**config.mk**
```make
export PLATFORM = sky130hd
export DESIGN_NAME = slu_front_flat
export DESIGN_NICKNAME = d
export VERILOG_FILES = /design/src/sv/slu_pkg.sv /design/src/sv/slu_ifs.sv /design/src/sv/slu_front.sv /design/src/flat_wrapper.sv
export SDC_FILE = /design/constraint.sdc
export NUM_CORES = 1
export LEC_CHECK = 0
export BUFFER_PORTS_ARGS = -buffer_cell sky130_fd_sc_hd__buf_2
export CORE_MARGIN = 8
export CORE_UTILIZATION = 39
export CTS_CLUSTER_SIZE = 10
export DETAILED_ROUTE_END_ITERATION = 8
export PLACE_DENSITY = 0.83
export SETUP_SLACK_MARGIN = 0.02
export SLEW_MARGIN = 20
export SYNTH_ARGS = -nofsm -noshare
export SYNTH_HDL_FRONTEND = slang
export SYNTH_SLANG_ARGS = --single-unit
export TNS_END_PERCENT = 30
```
**constraint.sdc**
```tcl
create_clock -name clk -period 4.45 [get_ports clk]
set_input_delay 0.89 -clock clk [delete_from_list [all_inputs] [get_ports clk]]
set_output_delay 0.89 -clock clk [all_outputs]
set_load 0.05 [all_outputs]
```
**src/sv/slu_pkg.sv**
```systemverilog
`default_nettype none
package slu_pkg;

    localparam int LIST_DEPTH  = 32;
    localparam int VALUE_W     = 64;
    localparam int COUNT_W     = 7;
    localparam int IDX_W       = (LIST_DEPTH > 1) ? $clog2(LIST_DEPTH) : 1;
    localparam int FILL_W      = $clog2(LIST_DEPTH + 1);
    localparam int TOTAL_W     = $clog2(2 * LIST_DEPTH + 1);
    localparam int QUEUE_DEPTH = 2;
    localparam int QPTR_W      = (QUEUE_DEPTH > 1) ? $clog2(QUEUE_DEPTH) : 1;
    localparam int QCNT_W      = $clog2(QUEUE_DEPTH + 1);

    // Command from the front to the back: an optional store write and an
    // optional run start, both produced by one input transaction.
    typedef struct packed {
        logic               wr;
        logic               sel;
        logic [IDX_W-1:0]   addr;
        logic [VALUE_W-1:0] value;
        logic               run;
        logic [FILL_W-1:0]  fill_a;
        logic [FILL_W-1:0]  fill_b;
        logic               dropped;
    } cmd_t;

endpackage
`default_nettype wire

```
**src/sv/slu_ifs.sv**
```systemverilog
`default_nettype none
interface slu_item_if;
    logic               valid;
    logic               ready;
    logic               list_select;
    logic signed [63:0] element_value;
    logic               closes_list;
    logic               carries_no_element;

    modport source (
        output valid, list_select, element_value, closes_list, carries_no_element,
        input  ready
    );
    modport sink (
        input  valid, list_select, element_value, closes_list, carries_no_element,
        output ready
    );
endinterface

`default_nettype wire

```
**src/sv/slu_front.sv**
```systemverilog
`default_nettype none
module slu_front
    import slu_pkg::*;
(
    input  wire logic  clk,
    input  wire logic  rst_n,
    slu_item_if.sink   items,
    output logic       cmd_valid,
    output cmd_t       cmd,
    input  wire logic  cmd_ready
);

    logic [FILL_W-1:0] fill_a_reg, fill_a_next;
    logic [FILL_W-1:0] fill_b_reg, fill_b_next;
    logic              closed_a_reg, closed_a_next;
    logic              closed_b_reg, closed_b_next;
    logic              dropped_reg, dropped_next;

    logic              accept;
    logic              active;
    logic              sel;
    logic [FILL_W-1:0] cur_fill;
    logic              cur_closed;
    logic              has_elem;
    logic              do_wr;
    logic              do_drop;
    logic              run;

    assign items.ready = cmd_ready;
    assign accept      = items.valid && items.ready;
    assign sel         = items.list_select;
    assign cur_fill    = sel ? fill_b_reg : fill_a_reg;
    assign cur_closed  = sel ? closed_b_reg : closed_a_reg;
    assign active      = accept && !cur_closed;   // items for a closed list are dropped
    assign has_elem    = !items.carries_no_element;
    assign do_wr       = has_elem && (cur_fill < FILL_W'(LIST_DEPTH));
    assign do_drop     = has_elem && !do_wr;

    always_comb
    begin
        fill_a_next   = fill_a_reg + FILL_W'(!sel && do_wr);
        fill_b_next   = fill_b_reg + FILL_W'(sel && do_wr);
        closed_a_next = closed_a_reg || (!sel && items.closes_list);
        closed_b_next = closed_b_reg || (sel && items.closes_list);
        dropped_next  = dropped_reg || do_drop;
        run           = closed_a_next && closed_b_next;

        cmd.wr      = do_wr;
        cmd.sel     = sel;
        cmd.addr    = cur_fill[IDX_W-1:0];
        cmd.value   = items.element_value;
        cmd.run     = run;
        cmd.fill_a  = fill_a_next;
        cmd.fill_b  = fill_b_next;
        cmd.dropped = dropped_next;
        cmd_valid   = active && (do_wr || run);
    end

    always_ff @(posedge clk or negedge rst_n)
    begin
        if (!rst_n)
        begin
            fill_a_reg   <= '0;
            fill_b_reg   <= '0;
            closed_a_reg <= 1'b0;
            closed_b_reg <= 1'b0;
            dropped_reg  <= 1'b0;
        end
        else if (active)
        begin
            if (run)
            begin
                // the run is handed to the back; start collecting the next pair
                fill_a_reg   <= '0;
                fill_b_reg   <= '0;
                closed_a_reg <= 1'b0;
                closed_b_reg <= 1'b0;
                dropped_reg  <= 1'b0;
            end
            else
            begin
                fill_a_reg   <= fill_a_next;
                fill_b_reg   <= fill_b_next;
                closed_a_reg <= closed_a_next;
                closed_b_reg <= closed_b_next;
                dropped_reg  <= dropped_next;
            end
        end
    end

endmodule
`default_nettype wire

```
**src/flat_wrapper.sv**
```systemverilog
// flat-port wrapper written by rule: the top's interface ports become plain ports
module slu_front_flat import slu_pkg::*;
  (clk, rst_n, cmd_valid, cmd, cmd_ready, items_valid, items_list_select, items_element_value, items_closes_list, items_carries_no_element, items_ready);
  slu_item_if items_i ();
  input  wire logic clk;
  input  wire logic rst_n;
  output logic cmd_valid;
  output cmd_t cmd;
  input  wire logic cmd_ready;
  input wire logic [$bits(items_i.valid)-1:0] items_valid;
  input wire logic [$bits(items_i.list_select)-1:0] items_list_select;
  input wire logic [$bits(items_i.element_value)-1:0] items_element_value;
  input wire logic [$bits(items_i.closes_list)-1:0] items_closes_list;
  input wire logic [$bits(items_i.carries_no_element)-1:0] items_carries_no_element;
  output wire logic [$bits(items_i.ready)-1:0] items_ready;
  assign items_i.valid = items_valid;
  assign items_i.list_select = items_list_select;
  assign items_i.element_value = items_element_value;
  assign items_i.closes_list = items_closes_list;
  assign items_i.carries_no_element = items_carries_no_element;
  assign items_ready = items_i.ready;
  slu_front u_core (.clk(clk), .rst_n(rst_n), .items(items_i), .cmd_valid(cmd_valid), .cmd(cmd), .cmd_ready(cmd_ready));
endmodule
```
==> run_results.csv <==
group,metric,value,unit
power,p_int,0.345,mW
placement,port_buffers,29,
cells_and_area,final_cell_mix,"29 x buf_2, 15 x dfrtp_1, 11 x nand3_1",
clock_tree,tritoncts,"yes",
min_path,holdCritStartpoint,"u_core.dropped_reg",
min_path,hold_end,"u_core.dropped_reg",
yosys,yosys-top-cells-area,"buf_4 34%, dfrtp_1 24%, a22o_1 5.0%",
floorplan,fp-row-count,23,
grt,grt_pass1_vias,989,
floorplan,dieArea,0.00631,sq mm
routing,firstDrtPassIters,4,
yosys,netlist_instances,168,
min_path,holdPathStages,2,
grt,track_usage,0.102,
floorplan,die_y,79.4,microns
setup_path,r2r-start,"u_core.fill_a_reg[5]",
setup_path,path_class,"in -> out",
power,power.total,0.713,mW
routing,ant_nets,0,
routing,drt_wl_total,3240,microns
sta,setup_viol,0,
clock_tree,clock-sinks,15,
sta,fin_setup_tns,0,ps
grt,grt_remaining_overflow,0,
power,peakVddDrop,0.000242,V
sta,rsz0062_at_grt,"no",
placement,post_dp_cell_area,0.00122,sq mm
yosys,ys_types,34,
routing,num_vias,958,
yosys,synth_top_cell_by_area,"buf_4",
clock_tree,clk_path_buf_depth,2,
grt,antenna_found_initial,0,
yosys,ys_seq_area_frac,0.239,
grt,grt_first_pass_wirelength,5140,microns
routing,dr.first_iter.drc_count,47,
setup_path,slowest_stage,"buf_2",
sta,fmax,0.292,GHz
floorplan,fp.dieW,79.4,microns
sta,finalCritPeriodShare,0.769,
yosys,syn_area,0.00157,sq mm
yosys,yosys_warnings,0,
yosys,syn_area_per_cell,9.34,sq um
cells_and_area,design_area,0.00126,sq mm
yosys,synth_edf_count,0,
sta,finalClockSkew,2.73,ps
yosys,synth_fp_nets,243,
setup_path,crit_path_cell_trace,"buf_2 > nor3b_1 > ha_1 > ha_1 > nand3_1 > xnor2_1 > buf_2",
cells_and_area,diodes,0,
routing,route.met2.wl,1390,microns
grt,grt_max_degree,17,
power,p_switching,0.368,mW
power,p_leak,0.601,nW
placement,hpwl,2560,microns
setup_path,crit_fanout,16,
floorplan,ios,158,
routing,drcViolationCount,0,
routing,avgRoutedWirePerCell,18.4,microns
power,power_frac_comb,0.527,
cells_and_area,postLayoutCoreUtil,0.320,
yosys,synth-seq-cells,15,
sta,hold_violations,0,
power,seqPwrFrac,0.319,
cells_and_area,nets,202,
power,p_sw_frac,0.516,
routing,viasPerCell,5.44,
sta,tightest_slew,488,ps
setup_path,startpoint_type,"input port",
min_path,hold_path_class,"reg -> reg",
setup_path,crit_path_end_kind,"output port",
yosys,synthArstFlopShare,1.00,
routing,met3WireLength,409,microns
yosys,netlist.area_leader.share,0.340,
clock_tree,h-tree-depth,1,
clock_tree,post-cts-setup-buffers,0,
cells_and_area,final_common_cell,"buf_2",
routing,top_layer_used,"met4",
clock_tree,postCtsHoldBufs,0,
clock_tree,clkTransAtPathRegs,60,ps
sta,finalCriticalPeriod,3420,ps
setup_path,crit_path_max_incr_delay,310,ps
floorplan,core_area,0.00394,sq mm
floorplan,initial_utilization,0.398,
power,clkPwrFrac,0.155,
setup_path,r2r_cells,6,
flow_run,cap_viol_max_count,0,
setup_path,crit_required,3560,ps
clock_tree,root_buffer,"clkbuf_8",
clock_tree,cts_buffers,3,
status,outcome,"complete, no violations",
placement,gp_congestion,0.764,
setup_path,r2r_slack,2670,ps
routing,wl_met1,1240,microns
clock_tree,cts_resized,0,
setup_path,path_delay_family,"buffers and inverters",
setup_path,critPathBufInv,2,
cells_and_area,layout-drive-gt1-share,0.349,
setup_path,worstPathArrival,2530,ps
cells_and_area,area_growth,-19.5,%
setup_path,reg2reg_to,"u_core.fill_a_reg[4]",
clock_tree,clock_latency,250,ps
sta,slew_headroom,0.675,
power,p_per_area,565,mW/mm^2
yosys,synth_top_flop_cell,"dfrtp_1",
sta,fin_hold_ws,528,ps
sta,finalMaxSlewViolations,0,
cell usage after synthesis (2+ instances only):
library cell	instances
nand2_1	3
nor4b_1	2
nor4_1	2
nand3b_1	2
xnor2_1	4
nand3_1	11
a22o_1	9
ha_1	4
nor2_1	3
a31oi_1	2
dfrtp_1	15
buf_2	3
buf_4	71
o2bb2ai_1	2
inv_1	2
o21ai_0	3
o21bai_1	2
mux2_2	7
nor2b_1	3
xor2_1	4
per-stage QoR:
stage / std cells / setup WS, ps
after floorplan: 168 / 773
after global placement: 172 / 1100
after detailed placement: 172 / 1030
after CTS: 176 / 1020
after global routing: 176 / 848
final: 176 / 1030
worst max-delay path by stage:
stage,startpoint,endpoint,slack (ps),cells past startpoint
final,items_list_select,cmd[5],1030,7
after CTS,items_list_select,cmd[5],1020,7
after floorplan,items_list_select,cmd[5],770,7
after detailed placement,items_list_select,cmd[5],1030,7
after global routing,items_list_select,cmd[5],850,7
after global placement,items_list_select,cmd[5],1100,7
layout make-up:
| type | count | area, sq um |
|---|---|---|
| clock buffers | 4 | 45.0 |
| fillers | 392 | 2680 |
| inverters | 2 | 7.51 |
| multi-input cells | 76 | 627 |
| flip-flops and latches | 15 | 375 |
| well taps | 50 | 62.6 |
| repair buffers | 29 | 145 |
layer usage:
layer	vias up	GRT usage
met4	0	0.0759
met1	444	0.114
met2	53	0.147
met5	-	0
li1	426	-
met3	35	0.0495
power groups by stage:
| stage | logic, mW | clock network, mW | registers, mW |
|---|---|---|---|
| global placement | 0.377 | 0 | 0.227 |
| CTS | 0.383 | 0.113 | 0.227 |
| finish | 0.375 | 0.110 | 0.227 |
| global route | 0.399 | 0.118 | 0.238 |
| detailed placement | 0.382 | 0 | 0.228 |
| floorplan | 0.511 | 0 | 0.194 |
cell families (layout without fill, tap and decap cells):
group,count (synthesis),count (layout),synth area share
fa+ha+maj,4,4,0.0319
simple gates,30,30,0.110
buf+inv,77,35,0.361
flops,15,15,0.239
xor+xnor,8,8,0.0447
compound gates,24,24,0.132
mux,10,10,0.0805
worst register-to-register path, stage by stage, from the launching register on:
cell and delay [ps]:
dfrtp_1 450, nor3_1 230, ha_1 260, ha_1 250
nand3_1 120, xnor2_1 160, a22o_1 200
No activity file was read; power rests on OpenSTA's default activity.
