$ cat src/sv/slu_pkg.sv
`default_nettype none
package slu_pkg;

    localparam int LIST_DEPTH  = 32;
    localparam int VALUE_W     = 64;
    localparam int COUNT_W     = 7;
    localparam int IDX_W       = (LIST_DEPTH > 1) ? $clog2(LIST_DEPTH) : 1;
    localparam int FILL_W      = $clog2(LIST_DEPTH + 1);
    localparam int TOTAL_W     = $clog2(2 * LIST_DEPTH + 1);
    localparam int QUEUE_DEPTH = 2;
    localparam int QPTR_W      = (QUEUE_DEPTH > 1) ? $clog2(QUEUE_DEPTH) : 1;
    localparam int QCNT_W      = $clog2(QUEUE_DEPTH + 1);

    // Command from the front to the back: an optional store write and an
    // optional run start, both produced by one input transaction.
    typedef struct packed {
        logic               wr;
        logic               sel;
        logic [IDX_W-1:0]   addr;
        logic [VALUE_W-1:0] value;
        logic               run;
        logic [FILL_W-1:0]  fill_a;
        logic [FILL_W-1:0]  fill_b;
        logic               dropped;
    } cmd_t;

endpackage
`default_nettype wire

$ cat src/sv/slu_cmd_queue.sv
`default_nettype none
module slu_cmd_queue
    import slu_pkg::*;
(
    input  wire logic  clk,
    input  wire logic  rst_n,
    input  wire logic  in_valid,
    input  wire cmd_t  in_cmd,
    output logic       in_ready,
    output logic       out_valid,
    output cmd_t       out_cmd,
    input  wire logic  out_ready
);

    cmd_t              entry_reg [QUEUE_DEPTH];
    logic [QPTR_W-1:0] wr_ptr_reg, wr_ptr_next;
    logic [QPTR_W-1:0] rd_ptr_reg, rd_ptr_next;
    logic [QCNT_W-1:0] cnt_reg, cnt_next;
    logic              push;
    logic              pop;

    assign in_ready  = cnt_reg != QCNT_W'(QUEUE_DEPTH);
    assign out_valid = cnt_reg != '0;
    assign out_cmd   = entry_reg[rd_ptr_reg];
    assign push      = in_valid && in_ready;
    assign pop       = out_valid && out_ready;

    always_comb
    begin
        wr_ptr_next = wr_ptr_reg;
        rd_ptr_next = rd_ptr_reg;
        if (push)
            wr_ptr_next = (wr_ptr_reg == QPTR_W'(QUEUE_DEPTH - 1)) ? '0 : wr_ptr_reg + 1'b1;
        if (pop)
            rd_ptr_next = (rd_ptr_reg == QPTR_W'(QUEUE_DEPTH - 1)) ? '0 : rd_ptr_reg + 1'b1;
        cnt_next = cnt_reg + QCNT_W'(push) - QCNT_W'(pop);
    end

    always_ff @(posedge clk or negedge rst_n)
    begin
        if (!rst_n)
        begin
            wr_ptr_reg <= '0;
            rd_ptr_reg <= '0;
            cnt_reg    <= '0;
        end
        else
        begin
            wr_ptr_reg <= wr_ptr_next;
            rd_ptr_reg <= rd_ptr_next;
            cnt_reg    <= cnt_next;
        end
    end

    always_ff @(posedge clk)
    begin
        if (push)
            entry_reg[wr_ptr_reg] <= in_cmd;
    end

endmodule
`default_nettype wire

$ cat config.mk
export PLATFORM = sky130hd
export DESIGN_NAME = slu_cmd_queue
export DESIGN_NICKNAME = d
export VERILOG_FILES = /design/src/sv/slu_pkg.sv /design/src/sv/slu_cmd_queue.sv
export SDC_FILE = /design/constraint.sdc
export NUM_CORES = 1
export LEC_CHECK = 0
export BUFFER_PORTS_ARGS = -buffer_cell sky130_fd_sc_hd__buf_4
export CAP_MARGIN = 5
export CORE_ASPECT_RATIO = 0.6
export CORE_MARGIN = 5
export CORE_UTILIZATION = 25
export DETAILED_ROUTE_END_ITERATION = 8
export HOLD_SLACK_MARGIN = 0.06
export PLACE_DENSITY = 0.42
export SETUP_SLACK_MARGIN = 0.5
export SLEW_MARGIN = 10
export SYNTH_ARGS = -nofsm -noshare
export SYNTH_HDL_FRONTEND = slang
export SYNTH_SLANG_ARGS = --single-unit
$ cat constraint.sdc
create_clock -name clk -period 5.84 [get_ports clk]
set_input_delay 0.584 -clock clk [delete_from_list [all_inputs] [get_ports clk]]
set_output_delay 0.584 -clock clk [all_outputs]
set_load 0.01 [all_outputs]
==> summary.txt, run 1 <==
Worst Path Required - 5260 ps
Io pins - 176
Worst-Skew Late Latency - 420 ps
DRT Wirelength - 14.1 mm
Peak supply drop - 0.240 mV
Most common cell after layout, fill and taps aside - buf_4
Post-synth EDFFs - 170
Ys flop type - edfxtp_1
H-tree depth - 4
Peak Freq - 304 MHz
Worst slew margin - 29.8%
Grt total ovfl - 0
Tot Pwr - 0.00436 W
Clock root buffer - clkbuf_16
Gpl congestion - 0.699
Core outline area - 0.0256 mm2
Starting Density - 25.7%
Final setup fails - 0
Max_cap viols - 0
Gr usage total - 9.56%
TritonCTS Buffers - 17
# DRC - 0
Yosys top cell area share - 77.8%
Leak - 3.32 nW
Syn avg cell area - 22.8 um2
Post-synth cell types - 21
Period utilization - 56.3%
Final ANT Viol Nets - 0
Final nets - 565
Final hold vios - 0
Max-slew violation count - 0
Crit end category - output pin
Ant diodes - 0
Die ar. - 0.0297 mm2
Top delay family on crit path - flip-flops
FF+latch count, synth - 174
CP Launch Type - flip-flop
Die Ht - 135 um
Most frequent cells in the layout - 178 x buf_4, 170 x edfxtp_1, 45 x mux2_2
Setup TNS - 0 ps
Initial DRC Count - 156
Top area cells in the synthesized netlist - edfxtp_1 78%, mux2_4 9.2%, mux2_2 7.7%
Clock Pin Slew Worst Setup and Hold Paths - 70 ps
Area leader, netlist - edfxtp_1
Cell Pwr Density - 494 mW/mm2
Area Overhead vs Synth - 34.5%
CTS Buffer Depth - 2
Max reg flops - 170
Via count - 3280
1st-pass router iterations - 4
# port buffers - 175
Async SR Flop Fraction - 2.30%
Crit-path max FO - 53
Rows - 45
Post-DP HPWL - 9.53 mm
Cells along the critical path - buf_4 -> mux2_2 -> buf_4
Largest net degree at the start of global routing - 74
Avg WL per Cell - 16.8 um
Hold crit path type - in -> reg
Clk sink count - 174
Syn Inst Count - 287
Yosys warnings - 0
Antenna violations before repair - 2
Layout cells sized above 1 - 60.9%
Die Wd - 219 um
Buf/Inv on CP - 2
Worst path slowest cell - dfrtp_4
Layout Skew - 7.30 ps
Synthesized cell area - 0.00656 mm2
CTS tree - yes
Slew @ Worst Pin - 1050 ps
RSZ-0062 raised after global routing - false
Largest stage delay, worst path - 960 ps
Minimum clock period - 3290 ps
CP Class - reg -> out
Run status - finished clean
Routed vias/inst - 3.90
Syn nets - 377
Vias in the first global route - 3641
Most frequent cell on the critical path - buf_4
First-pass GRT wire length - 20.9 mm
Sequential area share after synthesis - 79.4%
Data arrival, critical path - 2700 ps
Postcts setup bufs - 0
[layer usage]
| layer | up-vias | routed length (um) | part of all wire, % | track usage (%) |
|---|---|---|---|---|
| met1 | 1651 | 6330 | 45 | 12.1 |
| met5 | - | 14 | 0.099 | 0 |
| met4 | 4 | 137 | 0.97 | 3.14 |
| li1 | 1513 | - | - | - |
| met2 | 97 | 6320 | 45 | 14.1 |
| met3 | 15 | 1330 | 9.4 | 5.18 |
[kinds of logic (layout without fill, tap and decap cells)]
group / count (synthesis) / count (layout) / share of synthesized area (%)
buffers and inverters: 10 / 211 / 1.93
AND/OR/NAND/NOR: 10 / 10 / 0.744
AO/OA/AOI/OAI: 4 / 4 / 0.477
flip-flops: 174 / 174 / 79.4
XOR/XNOR: 3 / 3 / 0.401
adder cells (fa/ha/maj): 1 / 1 / 0.191
multiplexers: 85 / 85 / 16.9
[cell type report]
class / count / area [um2]
Fill cell: 2502 / 16700
Sequential cell: 174 / 5210
Tap cell: 352 / 440
Clock buffer: 17 / 425
Timing Repair Buffer: 179 / 1350
Clock inverter: 15 / 163
Multi-Input combinational cell: 103 / 1240
[timing repair]
item                      in CTS  in global routing
resized for setup              0                  0
hold buffers                   1                  0
hold endpoints to repair       4                  0
[per-stage QoR]
stage	worst slack, ps	hold WS, ps	util, %	cells	cell area, um2
after floorplan	1060	288	-	287	6560
after CTS	2480	307	34.5	840	8820
after global routing	2390	304	34.5	840	8820
final	2550	342	34.5	840	8820
after global placement	2990	386	32.2	807	8220
after detailed placement	2960	384	32.2	807	8220
[Yosys cell counts (2+ instances only)]
cell type / n
mux2_2: 45
edfxtp_1: 170
xnor2_1: 3
mux2_4: 40
nor2_1: 3
nand2_1: 2
buf_12: 4
dfrtp_1: 4
buf_2: 4
[worst reg2reg max path, delay by kind of cell, from the launching register on]
family | cells | cell delay (ps)
buffers and inverters | 1 | 880
and+or+nand+nor | 3 | 680
DFF | 1 | 430
[final timing paths]
check | from | end | slack (ps) | cells past startpoint
min reg2reg | wr_ptr_reg | wr_ptr_reg | 570 | 1
min in group asynchronous | rst_n | cnt_reg[0] | 500 | 2
max reg2reg | cnt_reg[0] | entry_reg[0][45] | 3410 | 4
max | rd_ptr_reg | out_cmd[5] | 2550 | 3
min | in_cmd[69] | entry_reg[0][69] | 340 | 1
max in group asynchronous | rst_n | rd_ptr_reg | 5220 | 2
[where the power goes]
group	internal (W)	switching (W)	total [W]	leakage (nW)
clock network	0.000637	0.000482	0.00112	0.284
logic	0.000747	0.000628	0.00138	1.41
registers	0.00171	0.000152	0.00186	1.63
total	0.00309	0.00126	0.00436	3.32
Power figures use the tool's default switching activity.
==> run 2, diff against run 1 <==
==> constraint.sdc (replaced) <==
create_clock -name clk -period 3.26 [get_ports clk]
set_input_delay 0.326 -clock clk [delete_from_list [all_inputs] [get_ports clk]]
set_output_delay 0.326 -clock clk [all_outputs]
set_load 0.01 [all_outputs]
==> run 2 against run 1 <==
  * Sequential power up 77%
  * Die area stayed put
  * Sequential cell count stayed put
  * Final cell count is 8.7% higher
  * Core utilization is 3.1 points higher
  * First-iteration DRC count decreased by 33%
  * Critical endpoint is now out_cmd[72]
  * Highest routed layer is now met4
==> summary.txt, run 2 (same netlist as run 1, synthesis figures left out) <==
Period utilization - 77.7%
Grt total ovfl - 0
Hold Path End - entry_reg[0][32]
Worst-Skew Late Latency - 430 ps
Final ANT Viol Nets - 0
CTS tree - yes
Post-DP HPWL - 9.58 mm
Die ar. - 0.0297 mm2
RSZ-0062 raised after global routing - false
Reg2Reg Depth - 3
Worst Hold Depth - 1
Data arrival, critical path - 2210 ps
H-tree depth - 4
Worst slew margin - 59.8%
Die Wd - 219 um
Vias in the first global route - 3824
Starting Density - 25.7%
Layout Skew - 8.02 ps
Max_cap viols - 0
Slew @ Worst Pin - 603 ps
DRT Wirelength - 14.8 mm
Clock root buffer - clkbuf_16
Core outline area - 0.0256 mm2
Setup TNS - 0 ps
Most common cell after layout, fill and taps aside - buf_4
Gr usage total - 9.96%
CP Class - reg -> out
Peak supply drop - 0.461 mV
Worst Path Required - 2930 ps
Final nets - 637
Antenna violations before repair - 1
Flop2flop setup slack - 1300 ps
CTS Buffer Depth - 2
Largest net degree at the start of global routing - 86
First-pass GRT wire length - 22.0 mm
Routed vias/inst - 3.88
Peak Freq - 395 MHz
CTS resizes - 0
# DRC - 0
Clk sink count - 174
Final setup fails - 0
Area Overhead vs Synth - 46.6%
Gpl congestion - 0.686
TritonCTS Buffers - 17
Leak - 3.64 nW
Minimum clock period - 2530 ps
Initial DRC Count - 105
Fin util - 37.6%
Io pins - 176
Crit-path max FO - 33
Run status - finished clean
Hold_sp - in_cmd[32]
Hold crit path type - in -> reg
Reg2reg end - entry_reg[1][65]
Avg WL per Cell - 16.2 um
Crit end category - output pin
Most frequent cells in the layout - 176 x buf_4, 170 x edfxtp_1, 72 x dlygate4sd3_1
1st-pass router iterations - 4
Critical R2R Launch - cnt_reg[0]
Cell Pwr Density - 837 mW/mm2
Final hold vios - 0
Die Ht - 135 um
Rows - 45
Via count - 3543
Max reg flops - 170
Layout cells sized above 1 - 53.2%
# port buffers - 175
CP Launch Type - flip-flop
# fillers - 2419
Clock Pin Slew Worst Setup and Hold Paths - 60 ps
Max-slew violation count - 0
## run 2: cell count changes in the layout (fill, tap and decap cells not counted), sizes merged
cell	before	now
dlygate4sd3	1	72
bufinv	2	4
clkbuf	17	18
buf	178	179
clkinvlp	1	4
clkinv	8	3
diode	0	1
inv	4	3
## run 2: per-layer routing
layer / vias up / global-route usage [%] / part of all wire (%)
li1: 1663 / - / -
met1: 1760 / 13.0 / 47
met2: 108 / 14.7 / 44
met3: 12 / 4.85 / 8.1
met4: 0 / 2.82 / 0.95
met5: - / 0 / 0
## run 2: final cells by class
class	count	area (um2)	share of cell area, %
antenna	1	2.50	0.0260
clock buffer	18	429	4.47
clock inverter	14	189	1.97
multi-input combinational	103	1240	12.9
sequential	174	5210	54.2
tap	352	440	4.58
timing repair buffer	251	2100	21.9
## run 2: worst max path at each step
| stage | from | to | slack (ps) |
|---|---|---|---|
| floorplan | cnt_reg[0] | entry_reg[0][0] | 840 |
| CTS | rd_ptr_reg | out_cmd[24] | 640 |
| global placement | rd_ptr_reg | out_cmd[79] | 1170 |
| detailed placement | rd_ptr_reg | out_cmd[24] | 1120 |
| finish | rd_ptr_reg | out_cmd[72] | 730 |
| global route | rd_ptr_reg | out_cmd[76] | 600 |
## run 2: critical path: stages, from the launching register on
cell and delay (ps):
dfrtp_4 810, buf_4 420, mux2_2 390, buf_4 150
## run 2: repair_timing
item / 4_1_cts / 5_1_grt
hold buffers: 66 / 6
endpoints found under the hold margin: 132 / 11
buffers inserted: 0 / 0
## run 2: report_power, final
group          switching, W  internal [W]  total [W]
Sequential         0.000231       0.00306    0.00329
Combinational       0.00119       0.00143    0.00263
Clock              0.000846       0.00128    0.00213
Total               0.00227       0.00578    0.00804
## run 2: per-stage QoR
stage	instance area, um2	instances	power [W]	worst slack (ps)	hold WS (ps)
4_1_cts	9550	906	0.00822	643	60.1
6_report	9610	913	0.00804	727	94.2
2_1_floorplan	6570	287	0.00483	844	30.4
3_3_place_gp	8270	808	0.00595	1170	128
3_5_place_dp	8270	808	0.00598	1120	130
5_1_grt	9610	913	0.00849	601	60.1
